--- src/rtl/y86d_pkg.sv ---
// y86d_pkg: shared types, constants and the opcode classifier of the y86 decoder.
// Used by y86d_front, y86d_queue, y86d_back and y86_instruction_decoder.
`default_nettype none

package y86d_pkg;

    // width of the stream offset counter
    localparam int OFFSET_BITS = 16;

    // decode status codes
    localparam logic [1:0] ST_OK      = 2'd0;
    localparam logic [1:0] ST_INVALID = 2'd1;
    localparam logic [1:0] ST_TRUNC   = 2'd2;

    // dense mnemonic codes (group bases)
    localparam logic [4:0] MN_NOP    = 5'd0;
    localparam logic [4:0] MN_HALT   = 5'd1;
    localparam logic [4:0] MN_RRMOVL = 5'd2;
    localparam logic [4:0] MN_ADDL   = 5'd6;
    localparam logic [4:0] MN_JMP    = 5'd12;
    localparam logic [4:0] MN_CALL   = 5'd19;
    localparam logic [4:0] MN_RET    = 5'd20;
    localparam logic [4:0] MN_PUSHL  = 5'd21;
    localparam logic [4:0] MN_POPL   = 5'd22;
    localparam logic [4:0] MN_READB  = 5'd23;
    localparam logic [4:0] MN_WRITEB = 5'd25;
    localparam logic [4:0] MN_MOVSBL = 5'd27;

    // opcode high nibbles
    localparam logic [3:0] OP_NOP    = 4'h0;
    localparam logic [3:0] OP_HALT   = 4'h1;
    localparam logic [3:0] OP_RRMOVL = 4'h2;
    localparam logic [3:0] OP_IRMOVL = 4'h3;
    localparam logic [3:0] OP_RMMOVL = 4'h4;
    localparam logic [3:0] OP_MRMOVL = 4'h5;
    localparam logic [3:0] OP_ALU    = 4'h6;
    localparam logic [3:0] OP_JXX    = 4'h7;
    localparam logic [3:0] OP_CALL   = 4'h8;
    localparam logic [3:0] OP_RET    = 4'h9;
    localparam logic [3:0] OP_PUSHL  = 4'ha;
    localparam logic [3:0] OP_POPL   = 4'hb;
    localparam logic [3:0] OP_READ   = 4'hc;
    localparam logic [3:0] OP_WRITE  = 4'hd;
    localparam logic [3:0] OP_MOVSBL = 4'he;

    // highest function nibble per group
    localparam logic [3:0] ALU_FN_MAX = 4'd5;
    localparam logic [3:0] JXX_FN_MAX = 4'd6;
    localparam logic [3:0] RW_FN_MAX  = 4'd1;

    // instruction lengths
    localparam logic [2:0] LEN_1 = 3'd1;
    localparam logic [2:0] LEN_2 = 3'd2;
    localparam logic [2:0] LEN_5 = 3'd5;
    localparam logic [2:0] LEN_6 = 3'd6;

    // opcode class, as seen by the front end
    typedef struct packed {
        logic       valid;
        logic [4:0] code;
        logic [2:0] len;
        logic       has_reg;
    } t_cls;

    // one byte beat travelling from front to back
    typedef struct packed {
        logic [7:0]             code_byte;
        logic                   last;
        logic [OFFSET_BITS-1:0] offset;
        t_cls                   cls;
    } t_item;

    // one decoded instruction
    typedef struct packed {
        logic [4:0]             mnemonic;
        logic [3:0]             reg_a;
        logic [3:0]             reg_b;
        logic [31:0]            immediate;
        logic [2:0]             instr_length;
        logic [OFFSET_BITS-1:0] instr_offset;
        logic [1:0]             decode_status;
    } t_result;

    // classify a byte as if it were an opcode
    function automatic t_cls classify(input logic [7:0] op);
        logic [3:0] hi;
        logic [3:0] lo;
        t_cls       c;
        hi = op[7:4];
        lo = op[3:0];
        c.valid   = 1'b0;
        c.code    = MN_NOP;
        c.len     = LEN_1;
        c.has_reg = 1'b0;
        unique case (hi)
            OP_NOP: begin
                c.valid = (lo == 4'd0);
            end
            OP_HALT: begin
                c.valid = (lo == 4'd0);
                c.code  = MN_HALT;
            end
            OP_RRMOVL: begin
                c.valid   = (lo == 4'd0);
                c.code    = MN_RRMOVL;
                c.len     = LEN_2;
                c.has_reg = 1'b1;
            end
            OP_IRMOVL, OP_RMMOVL, OP_MRMOVL: begin
                // mnemonic equals the high nibble for this group
                c.valid   = (lo == 4'd0);
                c.code    = {1'b0, hi};
                c.len     = LEN_6;
                c.has_reg = 1'b1;
            end
            OP_ALU: begin
                c.valid   = (lo <= ALU_FN_MAX);
                c.code    = MN_ADDL + {1'b0, lo};
                c.len     = LEN_2;
                c.has_reg = 1'b1;
            end
            OP_JXX: begin
                c.valid = (lo <= JXX_FN_MAX);
                c.code  = MN_JMP + {1'b0, lo};
                c.len   = LEN_5;
            end
            OP_CALL: begin
                c.valid = (lo == 4'd0);
                c.code  = MN_CALL;
                c.len   = LEN_5;
            end
            OP_RET: begin
                c.valid = (lo == 4'd0);
                c.code  = MN_RET;
            end
            OP_PUSHL: begin
                c.valid   = (lo == 4'd0);
                c.code    = MN_PUSHL;
                c.len     = LEN_2;
                c.has_reg = 1'b1;
            end
            OP_POPL: begin
                c.valid   = (lo == 4'd0);
                c.code    = MN_POPL;
                c.len     = LEN_2;
                c.has_reg = 1'b1;
            end
            OP_READ: begin
                c.valid   = (lo <= RW_FN_MAX);
                c.code    = MN_READB + {1'b0, lo};
                c.len     = LEN_6;
                c.has_reg = 1'b1;
            end
            OP_WRITE: begin
                c.valid   = (lo <= RW_FN_MAX);
                c.code    = MN_WRITEB + {1'b0, lo};
                c.len     = LEN_6;
                c.has_reg = 1'b1;
            end
            OP_MOVSBL: begin
                c.valid   = (lo == 4'd0);
                c.code    = MN_MOVSBL;
                c.len     = LEN_6;
                c.has_reg = 1'b1;
            end
            default: begin
                c.valid = 1'b0;
            end
        endcase
        return c;
    endfunction

endpackage

`default_nettype wire

--- src/rtl/y86d_front.sv ---
// y86d_front: accepts code byte beats, tags each with its stream offset and
// opcode class. Depends on y86d_pkg.
`default_nettype none

module y86d_front (
    input  wire logic            i_clk,
    input  wire logic            i_rst_n,
    input  wire logic            i_push,
    input  wire logic            i_full,
    input  wire logic [7:0]      i_code_byte,
    input  wire logic            i_final_byte,
    output logic                 o_push,
    output y86d_pkg::t_item      o_item
);

    logic [y86d_pkg::OFFSET_BITS-1:0] r_offset;
    logic [y86d_pkg::OFFSET_BITS-1:0] n_offset;

    // beat accepted when the queue has room
    assign o_push = i_push && !i_full;

    always_comb begin
        o_item.code_byte = i_code_byte;
        o_item.last      = i_final_byte;
        o_item.offset    = r_offset;
        o_item.cls       = y86d_pkg::classify(i_code_byte);
    end

    // offset of the next byte; restarts after the last byte of a stream
    always_comb begin
        n_offset = r_offset;
        if (o_push) begin
            if (i_final_byte) begin
                n_offset = '0;
            end else begin
                n_offset = r_offset + 1'b1;
            end
        end
    end

    always_ff @(posedge i_clk) begin
        if (!i_rst_n) begin
            r_offset <= '0;
        end else begin
            r_offset <= n_offset;
        end
    end

endmodule

`default_nettype wire

--- src/rtl/y86d_queue.sv ---
// y86d_queue: two-entry queue of tagged byte beats between front and back.
// Depends on y86d_pkg.
`default_nettype none

module y86d_queue (
    input  wire logic            i_clk,
    input  wire logic            i_rst_n,
    input  wire logic            i_push,
    input  wire y86d_pkg::t_item i_item,
    output logic                 o_full,
    input  wire logic            i_pop,
    output logic                 o_empty,
    output y86d_pkg::t_item      o_item
);

    y86d_pkg::t_item r_mem [2];
    logic            r_wp;
    logic            r_rp;
    logic [1:0]      r_cnt;
    logic [1:0]      n_cnt;
    logic            push_ok;
    logic            pop_ok;

    assign o_full  = (r_cnt == 2'd2);
    assign o_empty = (r_cnt == 2'd0);
    assign o_item  = r_mem[r_rp];
    assign push_ok = i_push && !o_full;
    assign pop_ok  = i_pop && !o_empty;

    always_comb begin
        n_cnt = r_cnt + {1'b0, push_ok} - {1'b0, pop_ok};
    end

    // pointers and fill count
    always_ff @(posedge i_clk) begin
        if (!i_rst_n) begin
            r_wp  <= 1'b0;
            r_rp  <= 1'b0;
            r_cnt <= 2'd0;
        end else begin
            if (push_ok) begin
                r_wp <= ~r_wp;
            end
            if (pop_ok) begin
                r_rp <= ~r_rp;
            end
            r_cnt <= n_cnt;
        end
    end

    // storage
    always_ff @(posedge i_clk) begin
        if (push_ok) begin
            r_mem[r_wp] <= i_item;
        end
    end

endmodule

`default_nettype wire

--- src/rtl/y86d_back.sv ---
// y86d_back: assembles instructions from tagged byte beats and holds finished
// results in a two-entry output queue. Depends on y86d_pkg.
`default_nettype none

module y86d_back (
    input  wire logic            i_clk,
    input  wire logic            i_rst_n,
    input  wire logic            i_empty,
    output logic                 o_pop,
    input  wire y86d_pkg::t_item i_item,
    output logic                 o_empty,
    input  wire logic            i_pop,
    output y86d_pkg::t_result    o_res
);

    // instruction assembly state
    logic [2:0]                       r_taken;
    logic [4:0]                       r_code;
    logic [2:0]                       r_len;
    logic                             r_has_reg;
    logic [7:0]                       r_regs;
    logic [31:0]                      r_imm;
    logic [y86d_pkg::OFFSET_BITS-1:0] r_start;
    logic [2:0]                       n_taken;
    logic [4:0]                       n_code;
    logic [2:0]                       n_len;
    logic                             n_has_reg;
    logic [7:0]                       n_regs;
    logic [31:0]                      n_imm;
    logic [y86d_pkg::OFFSET_BITS-1:0] n_start;

    // output queue
    y86d_pkg::t_result r_oq [2];
    logic              r_owp;
    logic              r_orp;
    logic [1:0]        r_ocnt;
    logic [1:0]        n_ocnt;
    logic              out_pop_ok;

    logic              fire;
    logic              emit;
    y86d_pkg::t_result res;
    logic [2:0]        taken_inc;
    logic [2:0]        imm_idx;
    logic [4:0]        imm_sh;

    // consume a beat when the output queue can take a result
    assign fire  = !i_empty && (r_ocnt != 2'd2);
    assign o_pop = fire;

    always_comb begin
        n_taken   = r_taken;
        n_code    = r_code;
        n_len     = r_len;
        n_has_reg = r_has_reg;
        n_regs    = r_regs;
        n_imm     = r_imm;
        n_start   = r_start;
        emit      = 1'b0;
        res       = '0;
        taken_inc = r_taken + 3'd1;
        imm_idx   = r_taken - (r_has_reg ? 3'd2 : 3'd1);
        imm_sh    = {imm_idx[1:0], 3'b000};
        if (fire) begin
            if (r_taken == 3'd0) begin
                // opcode byte
                n_start   = i_item.offset;
                n_code    = i_item.cls.code;
                n_len     = i_item.cls.len;
                n_has_reg = i_item.cls.has_reg;
                n_regs    = 8'd0;
                n_imm     = 32'd0;
                if (!i_item.cls.valid) begin
                    emit              = 1'b1;
                    res.mnemonic      = y86d_pkg::MN_NOP;
                    res.instr_length  = y86d_pkg::LEN_1;
                    res.instr_offset  = i_item.offset;
                    res.decode_status = y86d_pkg::ST_INVALID;
                end else if (i_item.cls.len == y86d_pkg::LEN_1) begin
                    emit              = 1'b1;
                    res.mnemonic      = i_item.cls.code;
                    res.instr_length  = y86d_pkg::LEN_1;
                    res.instr_offset  = i_item.offset;
                    res.decode_status = y86d_pkg::ST_OK;
                end else begin
                    n_taken = 3'd1;
                end
            end else begin
                // register byte or one immediate byte
                if (r_has_reg && (r_taken == 3'd1)) begin
                    n_regs = i_item.code_byte;
                end else begin
                    n_imm = r_imm | (32'(i_item.code_byte) << imm_sh);
                end
                if (taken_inc >= r_len) begin
                    emit              = 1'b1;
                    res.mnemonic      = r_code;
                    res.reg_a         = r_has_reg ? n_regs[7:4] : 4'd0;
                    res.reg_b         = r_has_reg ? n_regs[3:0] : 4'd0;
                    res.immediate     = n_imm;
                    res.instr_length  = r_len;
                    res.instr_offset  = r_start;
                    res.decode_status = y86d_pkg::ST_OK;
                    n_taken           = 3'd0;
                end else begin
                    n_taken = taken_inc;
                end
            end
            // end of stream: flush a partial instruction
            if (i_item.last) begin
                if (!emit && (n_taken != 3'd0)) begin
                    emit              = 1'b1;
                    res.mnemonic      = n_code;
                    res.reg_a         = (n_has_reg && n_taken >= 3'd2) ? n_regs[7:4] : 4'd0;
                    res.reg_b         = (n_has_reg && n_taken >= 3'd2) ? n_regs[3:0] : 4'd0;
                    res.immediate     = n_imm;
                    res.instr_length  = n_taken;
                    res.instr_offset  = n_start;
                    res.decode_status = y86d_pkg::ST_TRUNC;
                end
                n_taken = 3'd0;
            end
        end
    end

    // assembly control state
    always_ff @(posedge i_clk) begin
        if (!i_rst_n) begin
            r_taken <= 3'd0;
        end else begin
            r_taken <= n_taken;
        end
    end

    // assembly payload
    always_ff @(posedge i_clk) begin
        r_code    <= n_code;
        r_len     <= n_len;
        r_has_reg <= n_has_reg;
        r_regs    <= n_regs;
        r_imm     <= n_imm;
        r_start   <= n_start;
    end

    // output queue
    assign o_empty    = (r_ocnt == 2'd0);
    assign o_res      = r_oq[r_orp];
    assign out_pop_ok = i_pop && !o_empty;

    always_comb begin
        n_ocnt = r_ocnt + {1'b0, emit} - {1'b0, out_pop_ok};
    end

    always_ff @(posedge i_clk) begin
        if (!i_rst_n) begin
            r_owp  <= 1'b0;
            r_orp  <= 1'b0;
            r_ocnt <= 2'd0;
        end else begin
            if (emit) begin
                r_owp <= ~r_owp;
            end
            if (out_pop_ok) begin
                r_orp <= ~r_orp;
            end
            r_ocnt <= n_ocnt;
        end
    end

    always_ff @(posedge i_clk) begin
        if (emit) begin
            r_oq[r_owp] <= res;
        end
    end

`ifndef SYNTHESIS
    // output queue never overfills
    a_ocnt_range: assert property (@(posedge i_clk) disable iff (!i_rst_n)
        r_ocnt != 2'd3)
        else $error("output queue count out of range");

    // a held instruction is always short of its full length
    a_taken_below_len: assert property (@(posedge i_clk) disable iff (!i_rst_n)
        (r_taken != 3'd0) |-> (r_taken < r_len))
        else $error("partial instruction reached its length");

    // the last byte of a stream leaves nothing pending
    a_last_clears: assert property (@(posedge i_clk) disable iff (!i_rst_n)
        (fire && i_item.last) |=> (r_taken == 3'd0))
        else $error("instruction still pending after end of stream");
`endif

endmodule

`default_nettype wire

--- src/rtl/y86_instruction_decoder.sv ---
// y86_instruction_decoder: top level of the y86 code byte decoder.
// Instantiates y86d_front, y86d_queue and y86d_back; depends on y86d_pkg.
//
// Usage:
//   Input channel: one code byte per beat with a final-byte flag, taken at a
//   clock edge where push is high and full is low. Bytes of one stream get
//   offsets 0, 1, 2, ...; a byte flagged final ends the stream and the next
//   byte starts a new one at offset 0.
//   Result channel: one decoded instruction per beat (mnemonic, register
//   nibbles, immediate, length, start offset, status), shown while empty is
//   low and taken at an edge where pop is high.
//   Path: the byte that completes an instruction is registered in the front
//   queue, then its result is registered in the back end's output queue.
//   Throughput: one byte per cycle sustained while pop keeps the output queue
//   from filling; the back end consumes one beat a cycle from the two-entry
//   queue and writes at most one result a cycle into a two-entry output queue.
//   Stalls: if pop stays low, the output queue fills, the back end stops, the
//   front queue fills and full rises; no beat is lost or repeated.
//   Reset (synchronous, active low): both queues empty, offset counter zero,
//   decoder waits for an opcode byte.
`default_nettype none

module y86_instruction_decoder (
    input  wire logic                             i_clk,
    input  wire logic                             i_rst_n,
    input  wire logic                             push,
    output logic                                  full,
    input  wire logic [7:0]                       i_code_byte,
    input  wire logic                             i_final_byte,
    output logic                                  empty,
    input  wire logic                             pop,
    output logic [4:0]                            o_mnemonic,
    output logic [3:0]                            o_reg_a,
    output logic [3:0]                            o_reg_b,
    output logic [31:0]                           o_immediate,
    output logic [2:0]                            o_instr_length,
    output logic [y86d_pkg::OFFSET_BITS-1:0]      o_instr_offset,
    output logic [1:0]                            o_decode_status
);

    logic              q_push;
    logic              q_full;
    logic              q_pop;
    logic              q_empty;
    y86d_pkg::t_item   front_item;
    y86d_pkg::t_item   q_item;
    y86d_pkg::t_result res;

    // front end: offset tagging and opcode classification
    y86d_front u_front (
        .i_clk        (i_clk),
        .i_rst_n      (i_rst_n),
        .i_push       (push),
        .i_full       (q_full),
        .i_code_byte  (i_code_byte),
        .i_final_byte (i_final_byte),
        .o_push       (q_push),
        .o_item       (front_item)
    );

    // decoupling queue
    y86d_queue u_queue (
        .i_clk   (i_clk),
        .i_rst_n (i_rst_n),
        .i_push  (q_push),
        .i_item  (front_item),
        .o_full  (q_full),
        .i_pop   (q_pop),
        .o_empty (q_empty),
        .o_item  (q_item)
    );

    // back end: instruction assembly and result queue
    y86d_back u_back (
        .i_clk   (i_clk),
        .i_rst_n (i_rst_n),
        .i_empty (q_empty),
        .o_pop   (q_pop),
        .i_item  (q_item),
        .o_empty (empty),
        .i_pop   (pop),
        .o_res   (res)
    );

    assign full            = q_full;
    assign o_mnemonic      = res.mnemonic;
    assign o_reg_a         = res.reg_a;
    assign o_reg_b         = res.reg_b;
    assign o_immediate     = res.immediate;
    assign o_instr_length  = res.instr_length;
    assign o_instr_offset  = res.instr_offset;
    assign o_decode_status = res.decode_status;

endmodule

`default_nettype wire
--- config.mk ---
export PLATFORM = sky130hd
export DESIGN_NAME = y86_instruction_decoder
export DESIGN_NICKNAME = d
export VERILOG_FILES = /design/src/rtl/y86d_pkg.sv /design/src/rtl/y86d_front.sv /design/src/rtl/y86d_queue.sv /design/src/rtl/y86d_back.sv /design/src/rtl/y86_instruction_decoder.sv
export SDC_FILE = /design/constraint.sdc
export NUM_CORES = 1
export LEC_CHECK = 0
export ABC_AREA = 0
export BUFFER_PORTS_ARGS = -buffer_cell sky130_fd_sc_hd__buf_2
export CAP_MARGIN = 20
export CORE_MARGIN = 1
export CORE_UTILIZATION = 45
export CTS_CLUSTER_DIAMETER = 100
export DETAILED_ROUTE_END_ITERATION = 8
export SYNTH_ARGS = -nofsm -noshare
export SYNTH_HDL_FRONTEND = slang
export SYNTH_SLANG_ARGS = --single-unit
--- constraint.sdc ---
create_clock -name i_clk -period 6.47 [get_ports i_clk]
set_input_delay 0.3235 -clock i_clk [delete_from_list [all_inputs] [get_ports i_clk]]
set_output_delay 0.3235 -clock i_clk [all_outputs]
set_load 0.05 [all_outputs]
==> results of run 1 <==
## logic make-up (layout without fill, tap and decap cells)
| logic type | after synthesis | count (layout) |
|---|---|---|
| flops | 296 | 296 |
| mux | 102 | 102 |
| simple gates | 256 | 256 |
| buf+inv | 61 | 166 |
| fa+ha+maj | 21 | 21 |
| xor+xnor | 29 | 29 |
| compound gates | 124 | 124 |
## report_power, final
part,internal (W),leakage (nW),switching (W)
Combinational,0.000728,1.80,0.00208
Sequential,0.00281,2.80,0.000142
Clock,0.000933,0.446,0.000671
Total,0.00448,5.04,0.00289
## per-layer routing
| metal | track usage | up-vias | wire, um |
|---|---|---|---|
| met5 | 0 | - | 0 |
| met4 | 0.04113 | 0 | 339 |
| met3 | 0.02614 | 27 | 1214 |
| met2 | 0.2525 | 168 | 10700 |
| met1 | 0.2563 | 3522 | 11720 |
| li1 | - | 3451 | - |
## through the flow
step | instances | power (W) | setup slack (ns) | area, sq um
floorplan | 889 | 0.005149 | 0.6295 | 12810
global placement | 1317 | 0.005824 | 2.820 | 13600
detailed placement | 1317 | 0.005840 | 2.768 | 13600
CTS | 1372 | 0.007450 | 2.741 | 14520
global route | 1372 | 0.007756 | 2.447 | 14520
finish | 1372 | 0.007367 | 2.770 | 14520
## layout make-up
class,instances,area [sq um]
Clock buffer,48,889.6
Clock inverter,7,32.53
Fill cell,2354,13340
Inverter,20,75.07
Multi-Input combinational cell,532,3966
Sequential cell,296,8601
Tap cell,378,473.0
Timing Repair Buffer,91,483.0
## layout by cell type, fill, tap and decap left out, types with 2 or more instances in the layout
master,instances
nor3b_2,28
a21o_1,4
edfxtp_1,267
nor2b_1,27
nor2_4,2
a21oi_1,24
dfxtp_1,27
nor3_1,5
clkbuf_16,31
and2_2,2
a31oi_1,3
xor2_1,13
inv_1,19
o21ai_0,26
buf_2,80
clkinv_2,2
ha_1,20
nand3_1,14
or3_1,3
clkinv_1,4
buf_4,11
clkbuf_8,5
o21ai_1,2
a22oi_1,2
mux2_2,71
nor3b_1,6
xnor2_1,16
nand2_1,47
nor2_1,89
dfxtp_2,2
mux2i_1,31
o21a_1,37
nand4_1,3
o22ai_1,3
nand3b_1,2
and2_1,10
and3_1,4
clkbuf_1,12
o22ai_2,2
nand2b_1,5
## cell usage after synthesis, drive strengths merged, types with 3 or more instances
| library cell | instances |
|---|---|
| xor2 | 13 |
| nand2b | 6 |
| clkbuf | 29 |
| dfxtp | 29 |
| o22ai | 5 |
| nand3 | 14 |
| a21oi | 25 |
| nor3 | 5 |
| mux2i | 31 |
| and3 | 4 |
| nand4 | 3 |
| inv | 20 |
| a31oi | 3 |
| a311oi | 3 |
| or3 | 3 |
| buf | 12 |
| o21ai | 28 |
| o21a | 37 |
| edfxtp | 267 |
| ha | 20 |
| a21o | 5 |
| nor3b | 34 |
| and2 | 12 |
| nand2 | 47 |
| nor2b | 28 |
| mux2 | 71 |
| xnor2 | 16 |
| nor2 | 92 |
## how the worst max path moves through the flow
stage / from / slack (ns) / end
final: u_back.r_taken[0] / 2.77 / u_back.r_oq[1][27]
after global routing: u_back.r_taken[0] / 2.45 / u_back.r_oq[1][30]
after CTS: u_back.r_taken[0] / 2.74 / u_back.r_oq[1][34]
after detailed placement: u_back.r_taken[0] / 2.77 / u_back.r_oq[1][29]
after global placement: u_back.r_taken[0] / 2.82 / u_back.r_oq[1][25]
after floorplan: u_queue.r_cnt[1] / 0.63 / u_back.r_oq[0][0]
==> results.toml, run 1 <==
[outcome]
status = "completed"

[critical_path]
critPathMaxStageDelay_ns = 0.68
cp_slowest_cell = "buf_4"
crit_chain = "ha_1 -> xor2_1 -> ha_1 -> a21o_1 -> a31o_4 -> a221oi_1 -> o21ai_1 -> buf_4 -> inv_1 -> and2_2 -> buf_4"
r2r-start = "u_back.r_taken[0]"
crit_required_ns = 6.63
cp_max_fo = 66
cp_data_arrival_time_ns = 3.86
crit_path_end_kind = "flop"
cp_num_buf_inv = 3
crit_family = "buffers and inverters"
r2r_cells = 11
rrSetupSlack_ns = 2.77
worstSetupPathType = "reg -> reg"
path_depth = 11
start_kind = "flop"
rr_endpoint = "u_back.r_oq[1][27]"

[logic_synthesis]
ys_seq_area_frac = 0.6713
synth_xor_area_frac = 0.01983
synth_top_area_frac = 0.6260
synth_area_leaders = "edfxtp_1 (63%), mux2_2 (6.2%), dfxtp_1 (4.5%)"
ys_ff_latch = 296
synthSimpleGateAreaFrac = 0.1123
yosys_warnings = 0
syn_inst = 889
synthArstFlopShare = 0
synth-compound-area-share = 0.06857
syn_avg_cell_area_sq_um = 14.41
synthAdderAreaFrac = 0.02110
yosys.area.top_type = "edfxtp_1"
synth_edf_count = 267
synth_top_family_by_area = "simple AND/OR/NAND/NOR gates"
syn_nets = 923
yosys-mux-area-fraction = 0.08665
syn_area_sq_um = 12810
ys.flop_type = "edfxtp_1"
yosysUniqueCellTypes = 64

[worst_hold_path]
min_to = "u_queue.r_mem[1][26]"
min_path_cells = 1
hold_class = "in -> reg"
min_from = "i_final_byte"

[clocking]
clk_path_buf_depth = 3
cts.clk_slew.worst_paths_ns = 0.06
postCtsSetupRepairBufs = 0
clk_latency_ns = 0.55
cts_sinks = 296
numCtsBuffers = 31
postCtsHoldBufs = 0
cts_resized = 0
cts_htree_levels = 1
tritoncts = "done"
cts_root_buffer = "clkbuf_16"

[grt]
gr-total-overflow = 0
antenna_found_initial = 0
grt_start_max_net_pins = 76
grt_pass1_wl_mm = 37.98
track_usage = 0.1687
grt_pass1_vias = 6787

[floorplan]
fp-row-count = 61
fp.dieH_um = 170.7
core-area_sq_um = 27860
dieArea_sq_um = 29140
die_w_um = 170.7
io_pins = 81
start_util = 0.4598

[sta]
hold_viol_final = 0
period_share = 0.5719
tns_ns = 0
relSlewSlack = 0.3484
rsz0062_at_grt = "false"
fmax_mhz = 270.2
fin_crit_ns = 3.700
tightest_slew_ns = 0.9502
skew_ns = 0.01319
setup_violations = 0
holdWs_ns = 0.04236
drv_slew = 0

[drt]
viasPerCell = 5.224
drt_iter0_drc = 641
routed_wl_mm = 23.97
antenna_left = 0
route.detailed.drc = 0
vias = 7168
dr.pass1.iters = 5
post_drt_wl_per_cell_um = 17.47

[flow_run]
maxCapViolations = 0

[place]
gp_congestion = 0.8129
detailed_place_hpwl_mm = 14.61
io_buffer_count = 80

[final_layout]
largest-register = "u_back.r_oq"
final_core_util = 0.5212
top_regs = "u_back.r_oq (132), u_queue.r_mem (70), u_back.r_imm (32)"
drive_gt1_frac = 0.2495
num_antenna_cells = 0
final_nets = 1006
largest_register_ffs = 132
syn2layout_area_growth_pct = 13.36

[pwr]
power_density_nw_per_um2 = 507.3
ir_drop_mv = 0.2479
p_leak_nw = 5.039
Power figures use the tool's default switching activity.
==> inputs of run 2 (changes only) <==
==> constraint.sdc (replaced) <==
create_clock -name i_clk -period 3.4 [get_ports i_clk]
set_input_delay 0.17 -clock i_clk [delete_from_list [all_inputs] [get_ports i_clk]]
set_output_delay 0.17 -clock i_clk [all_outputs]
set_load 0.05 [all_outputs]
==> run 2 against run 1 <==
Against the previous run:
- sequential share of layout area shrank 1.1 points
- non-clock buffer count rose by 14
- first-iteration DRC count decreased by 21%
- die area stayed put
- final cell count rose by 1.1%
- critical path depth is 1 lower
- critical endpoint is now u_back.r_oq[1][22]
- routed wire length grew 2.5%
- register-to-register slack got worse by 2.5 ns
==> results.toml, run 2 (synthesized netlist as in run 1, its figures left out) <==
[clocking]
postCtsSetupRepairBufs = 0
clk_latency_ns = 0.55
cts.clk_slew.worst_paths_ns = 0.06
numCtsBuffers = 30
tritoncts = "done"
cts_sinks = 296
cts_root_buffer = "clkbuf_16"
cts_resized = 0
clk_path_buf_depth = 3
cts_htree_levels = 1

[pwr]
power_density_nw_per_um2 = 975.8
ir_drop_mv = 0.5384
p_leak_nw = 5.156

[final_layout]
drive_gt1_frac = 0.2626
final_cell_mix = "edfxtp_1 (267), nor2_1 (89), buf_2 (80), mux2_2 (71), nand2_1 (47)"
final_nets = 1019
final_common_cell = "edfxtp_1"
largest_register_ffs = 132
multi_input_area_sq_um = 3986
fillers = 2371
final_area_sq_um = 14790
largest-register = "u_back.r_oq"
syn2layout_area_growth_pct = 15.44
top_regs = "u_back.r_oq (132), u_queue.r_mem (70), u_back.r_imm (32)"
num_antenna_cells = 0
seq_area_sq_um = 8603
fin_cells = 1387

[worst_hold_path]
min_from = "i_code_byte[4]"
min_path_cells = 1
hold_class = "in -> reg"
min_to = "u_queue.r_mem[0][31]"

[critical_path]
cp_data_arrival_time_ns = 3.49
cp_max_fo = 34
r2r-start = "u_back.r_taken[0]"
r2r_cells = 10
start_kind = "flop"
crit_required_ns = 3.75
rrSetupSlack_ns = 0.26
crit_path_end_kind = "flop"
worstSetupPathType = "reg -> reg"
rr_endpoint = "u_back.r_oq[1][22]"

[drt]
vias = 7191
route.detailed.drc = 0
post_drt_wl_per_cell_um = 17.72
routed_wl_mm = 24.58
dr.pass1.iters = 4
drt_iter0_drc = 508
viasPerCell = 5.185
antenna_left = 0

[flow_run]
maxCapViolations = 0

[sta]
setup_violations = 0
period_share = 0.9244
skew_ns = 0.008375
holdWs_ns = 0.03614
fmax_mhz = 318.2
fin_crit_ns = 3.143
hold_viol_final = 0
relSlewSlack = 0.2728
drv_slew = 0
rsz0062_at_grt = "false"
tns_ns = 0
tightest_slew_ns = 1.061

[grt]
antenna_found_initial = 0
grt_start_max_net_pins = 67
gr-total-overflow = 0
busiest_layer = "met2"
met1_usage = 0.2498
track_usage = 0.1699
grt_use_met2 = 0.2671
grt_use_met3 = 0.02336
grt_pass1_vias = 6972
grt_pass1_wl_mm = 38.45

[place]
detailed_place_hpwl_mm = 15.22
placed_cells = 1325
io_buffer_count = 80
gp_congestion = 0.8349
post_dp_cell_area_sq_um = 13730

[floorplan]
die_w_um = 170.7
core-area_sq_um = 27860
fp-row-count = 61
io_pins = 81
fp.dieH_um = 170.7
dieArea_sq_um = 29140
start_util = 0.4598

[outcome]
status = "completed"
[run 2: cell count changes in the layout (fill, tap and decap cells not counted), sizes merged]
cell,change
buf,+8
bufinv,+4
clkbuf,-7
clkinv,+5
dlygate4sd3,+6
inv,-1
[run 2: worst max-delay path, cell delays in order, from the launching register on]
cell	delay (ns)
dfxtp_2	0.38
ha_2	0.23
xor2_2	0.19
ha_1	0.30
a21o_1	0.21
a31o_4	0.25
o32a_4	0.38
a311oi_4	0.45
nor2_4	0.06
buf_12	0.20
nor3b_1	0.28
[run 2: report_power, final]
part	switching, W	leakage (nW)	internal [W]
Combinational	0.00401	1.87	0.00151
Clock	0.00131	0.488	0.00199
Sequential	0.000277	2.80	0.00534
Total	0.00559	5.16	0.00883
[run 2: per-stage QoR]
stage	power (W)	worst slack (ns)	utilization
after global placement	0.01124	0.4029	0.4930
after detailed placement	0.01128	0.2932	0.4930
after global routing	0.01513	0.09295	0.5308
final	0.01443	0.2571	0.5308
after CTS	0.01459	0.2838	0.5308
after floorplan	0.009782	0.005443	-
[run 2: what timing repair did]
action	4_1_cts	5_1_grt
hold buffers	6	0
setup endpoints to repair	0	0
hold endpoints to repair	11	0
[run 2: worst max-delay path by stage]
stage	depth (start not counted)	endpoint	slack (ns)	startpoint
4_1_cts	10	u_back.r_oq[1][22]	0.28	u_back.r_taken[0]
3_3_place_gp	10	u_back.r_oq[0][21]	0.40	u_back.r_taken[0]
3_5_place_dp	10	u_back.r_oq[1][24]	0.29	u_back.r_taken[0]
2_1_floorplan	8	u_back.r_oq[0][0]	0.005	u_back.r_taken[1]
5_1_grt	10	u_back.r_oq[1][22]	0.09	u_back.r_taken[0]
6_report	10	u_back.r_oq[1][22]	0.26	u_back.r_taken[0]
[run 2: layout make-up]
cell class	instances	share of cell area
Inverter	20	0.005331
Sequential cell	296	0.5818
Timing Repair Buffer	105	0.04417
Tap cell	378	0.03199
Clock inverter	15	0.01142
Multi-Input combinational cell	532	0.2696
Clock buffer	41	0.05568
[run 2: routing by layer]
| metal | wire length (um) | share of wire | up-vias |
|---|---|---|---|
| met2 | 11140 | 0.45 | 130 |
| li1 | - | - | 3480 |
| met4 | 348 | 0.014 | 0 |
| met1 | 12130 | 0.49 | 3555 |
| met5 | 0 | 0 | - |
| met3 | 959 | 0.039 | 26 |
==> inputs of run 3 (changes only) <==
--- a/config.mk
+++ b/config.mk
@@ -9,9 +9,10 @@
 export BUFFER_PORTS_ARGS = -buffer_cell sky130_fd_sc_hd__buf_2
 export CAP_MARGIN = 20
 export CORE_MARGIN = 1
-export CORE_UTILIZATION = 45
+export CORE_UTILIZATION = 55
 export CTS_CLUSTER_DIAMETER = 100
 export DETAILED_ROUTE_END_ITERATION = 8
+export PLACE_DENSITY = 0.76
 export SYNTH_ARGS = -nofsm -noshare
 export SYNTH_HDL_FRONTEND = slang
 export SYNTH_SLANG_ARGS = --single-unit
==> run 3 against run 2 <==
Against the previous run:
- clock skew is 0.0075 ns higher
- sequential share of layout area is 0.43 points higher
- sequential power is 1% higher
- non-clock buffer count is 1 lower
- routed wire length is 3.9% lower
- total power is 0.15% higher
- global-route usage is 2.8 points higher
- register-to-register slack better by 0.03 ns
- count of clock-buffer cells in the layout is 2 higher
- setup slack better by 0.033 ns
- highest routed layer unchanged
==> results.toml, run 3 (synthesized netlist as in run 1, its figures left out) <==
[clocking]
tritoncts = "done"
clk_latency_ns = 0.55
cts_htree_levels = 1
cts_root_buffer = "clkbuf_16"
cts.clk_slew.worst_paths_ns = 0.06
cts_sinks = 296
clk_path_buf_depth = 3
postCtsSetupRepairBufs = 0
numCtsBuffers = 29

[sta]
relSlewSlack = 0.3964
tightest_slew_ns = 0.8802
rsz0062_at_grt = "false"
fmax_mhz = 321.6
setup_violations = 0
period_share = 0.9146
skew_ns = 0.01588
fin_crit_ns = 3.110
tns_ns = 0
drv_slew = 0
hold_viol_final = 0

[final_layout]
syn2layout_area_growth_pct = 14.60
largest-register = "u_back.r_oq"
fillers = 1620
fin_cells = 1291
largest_register_ffs = 132
num_antenna_cells = 0
final_nets = 1017
final_cell_mix = "edfxtp_1 (267), nor2_1 (89), buf_2 (80), mux2_2 (71), nand2_1 (47)"
top_regs = "u_back.r_oq (132), u_queue.r_mem (70), u_back.r_imm (32)"
final_area_sq_um = 14680
drive_gt1_frac = 0.2654
final_common_cell = "edfxtp_1"

[critical_path]
worstSetupPathType = "reg -> reg"
start_kind = "flop"
crit_required_ns = 3.75
cp_data_arrival_time_ns = 3.46
crit_path_end_kind = "flop"
cp_max_fo = 34

[grt]
grt_pass1_wl_mm = 37.00
track_usage = 0.1982
antenna_found_initial = 0
gr-total-overflow = 0
grt_pass1_vias = 6926
grt_start_max_net_pins = 67

[place]
detailed_place_hpwl_mm = 14.95
io_buffer_count = 80
gp_congestion = 0.8669
placed_cells = 1231
post_dp_cell_area_sq_um = 13620

[drt]
antenna_left = 0
routed_wl_mm = 23.62
dr.pass1.iters = 5
route.detailed.drc = 0
vias = 7295
post_drt_wl_per_cell_um = 18.29
drt_iter0_drc = 528
viasPerCell = 5.651

[floorplan]
core-area_sq_um = 22710
start_util = 0.5640
fp.dieH_um = 154.6
dieArea_sq_um = 23900
fp-row-count = 55
die_w_um = 154.6
io_pins = 81

[flow_run]
maxCapViolations = 0

[outcome]
status = "completed"

[pwr]
power_density_nw_per_um2 = 984.4
ir_drop_mv = 0.5808
p_leak_nw = 5.149

[worst_hold_path]
hold_class = "in -> reg"
run 3: metrics by stage:
stage	power [W]	hold slack [ns]	util	worst slack, ns
after detailed placement	0.01124	0.4133	0.5999	0.3370
after CTS	0.01456	0.01025	0.6464	0.2814
after global placement	0.01113	0.4164	0.5999	0.4202
after floorplan	0.009782	0.2689	-	0.005443
after global routing	0.01507	0.03320	0.6464	0.07613
final	0.01445	0.02825	0.6464	0.2904
run 3: layout make-up:
class	instances	area, sq um	area share
timing repair buffer	104	658.1	0.04483
inverter	20	78.83	0.005370
clock buffer	43	828.3	0.05643
sequential	296	8603	0.5861
clock inverter	11	167.7	0.01142
multi-input combinational	532	3986	0.2716
tap	285	356.6	0.02429
run 3: per-layer routing:
| metal | routed length [um] | GRT usage | vias up |
|---|---|---|---|
| li1 | - | - | 3484 |
| met1 | 10950 | 0.2913 | 3598 |
| met2 | 11160 | 0.3118 | 174 |
| met3 | 1080 | 0.02970 | 39 |
| met4 | 428 | 0.05045 | 0 |
| met5 | 0 | 0 | - |
run 3: final timing paths:
path,startpoint,to,slack (ns),depth (start not counted)
hold reg to reg,u_front.r_offset[14],u_queue.r_mem[0][24],0.51,0
hold / removal,i_code_byte[4],u_queue.r_mem[1][31],0.03,1
setup reg to reg,u_back.r_taken[0],u_back.r_oq[1][23],0.29,10
setup / recovery,u_back.r_taken[0],u_back.r_oq[1][23],0.29,10
run 3: critical path, stage by stage, from the launching register on:
cell and delay, ns:
dfxtp_2 0.38, ha_2 0.23, xor2_2 0.18, ha_1 0.30, a21o_1 0.21, a311oi_1 0.49
a21oi_2 0.13, a311oi_4 0.47, nor2_4 0.06, buf_12 0.20, nor3b_1 0.26
run 3: repair_timing:
action / in CTS / in global routing
gates resized for setup: 0 / 0
hold buffers: 6 / 0
hold endpoints to repair: 13 / 0
run 3: power breakdown:
part           internal (W)  total, W  leakage [nW]  switching [W]
registers           0.00534   0.00568          2.80       0.000348
logic               0.00153   0.00547          1.87        0.00394
clock network       0.00199   0.00329         0.482        0.00130
total               0.00886    0.0144          5.15        0.00559
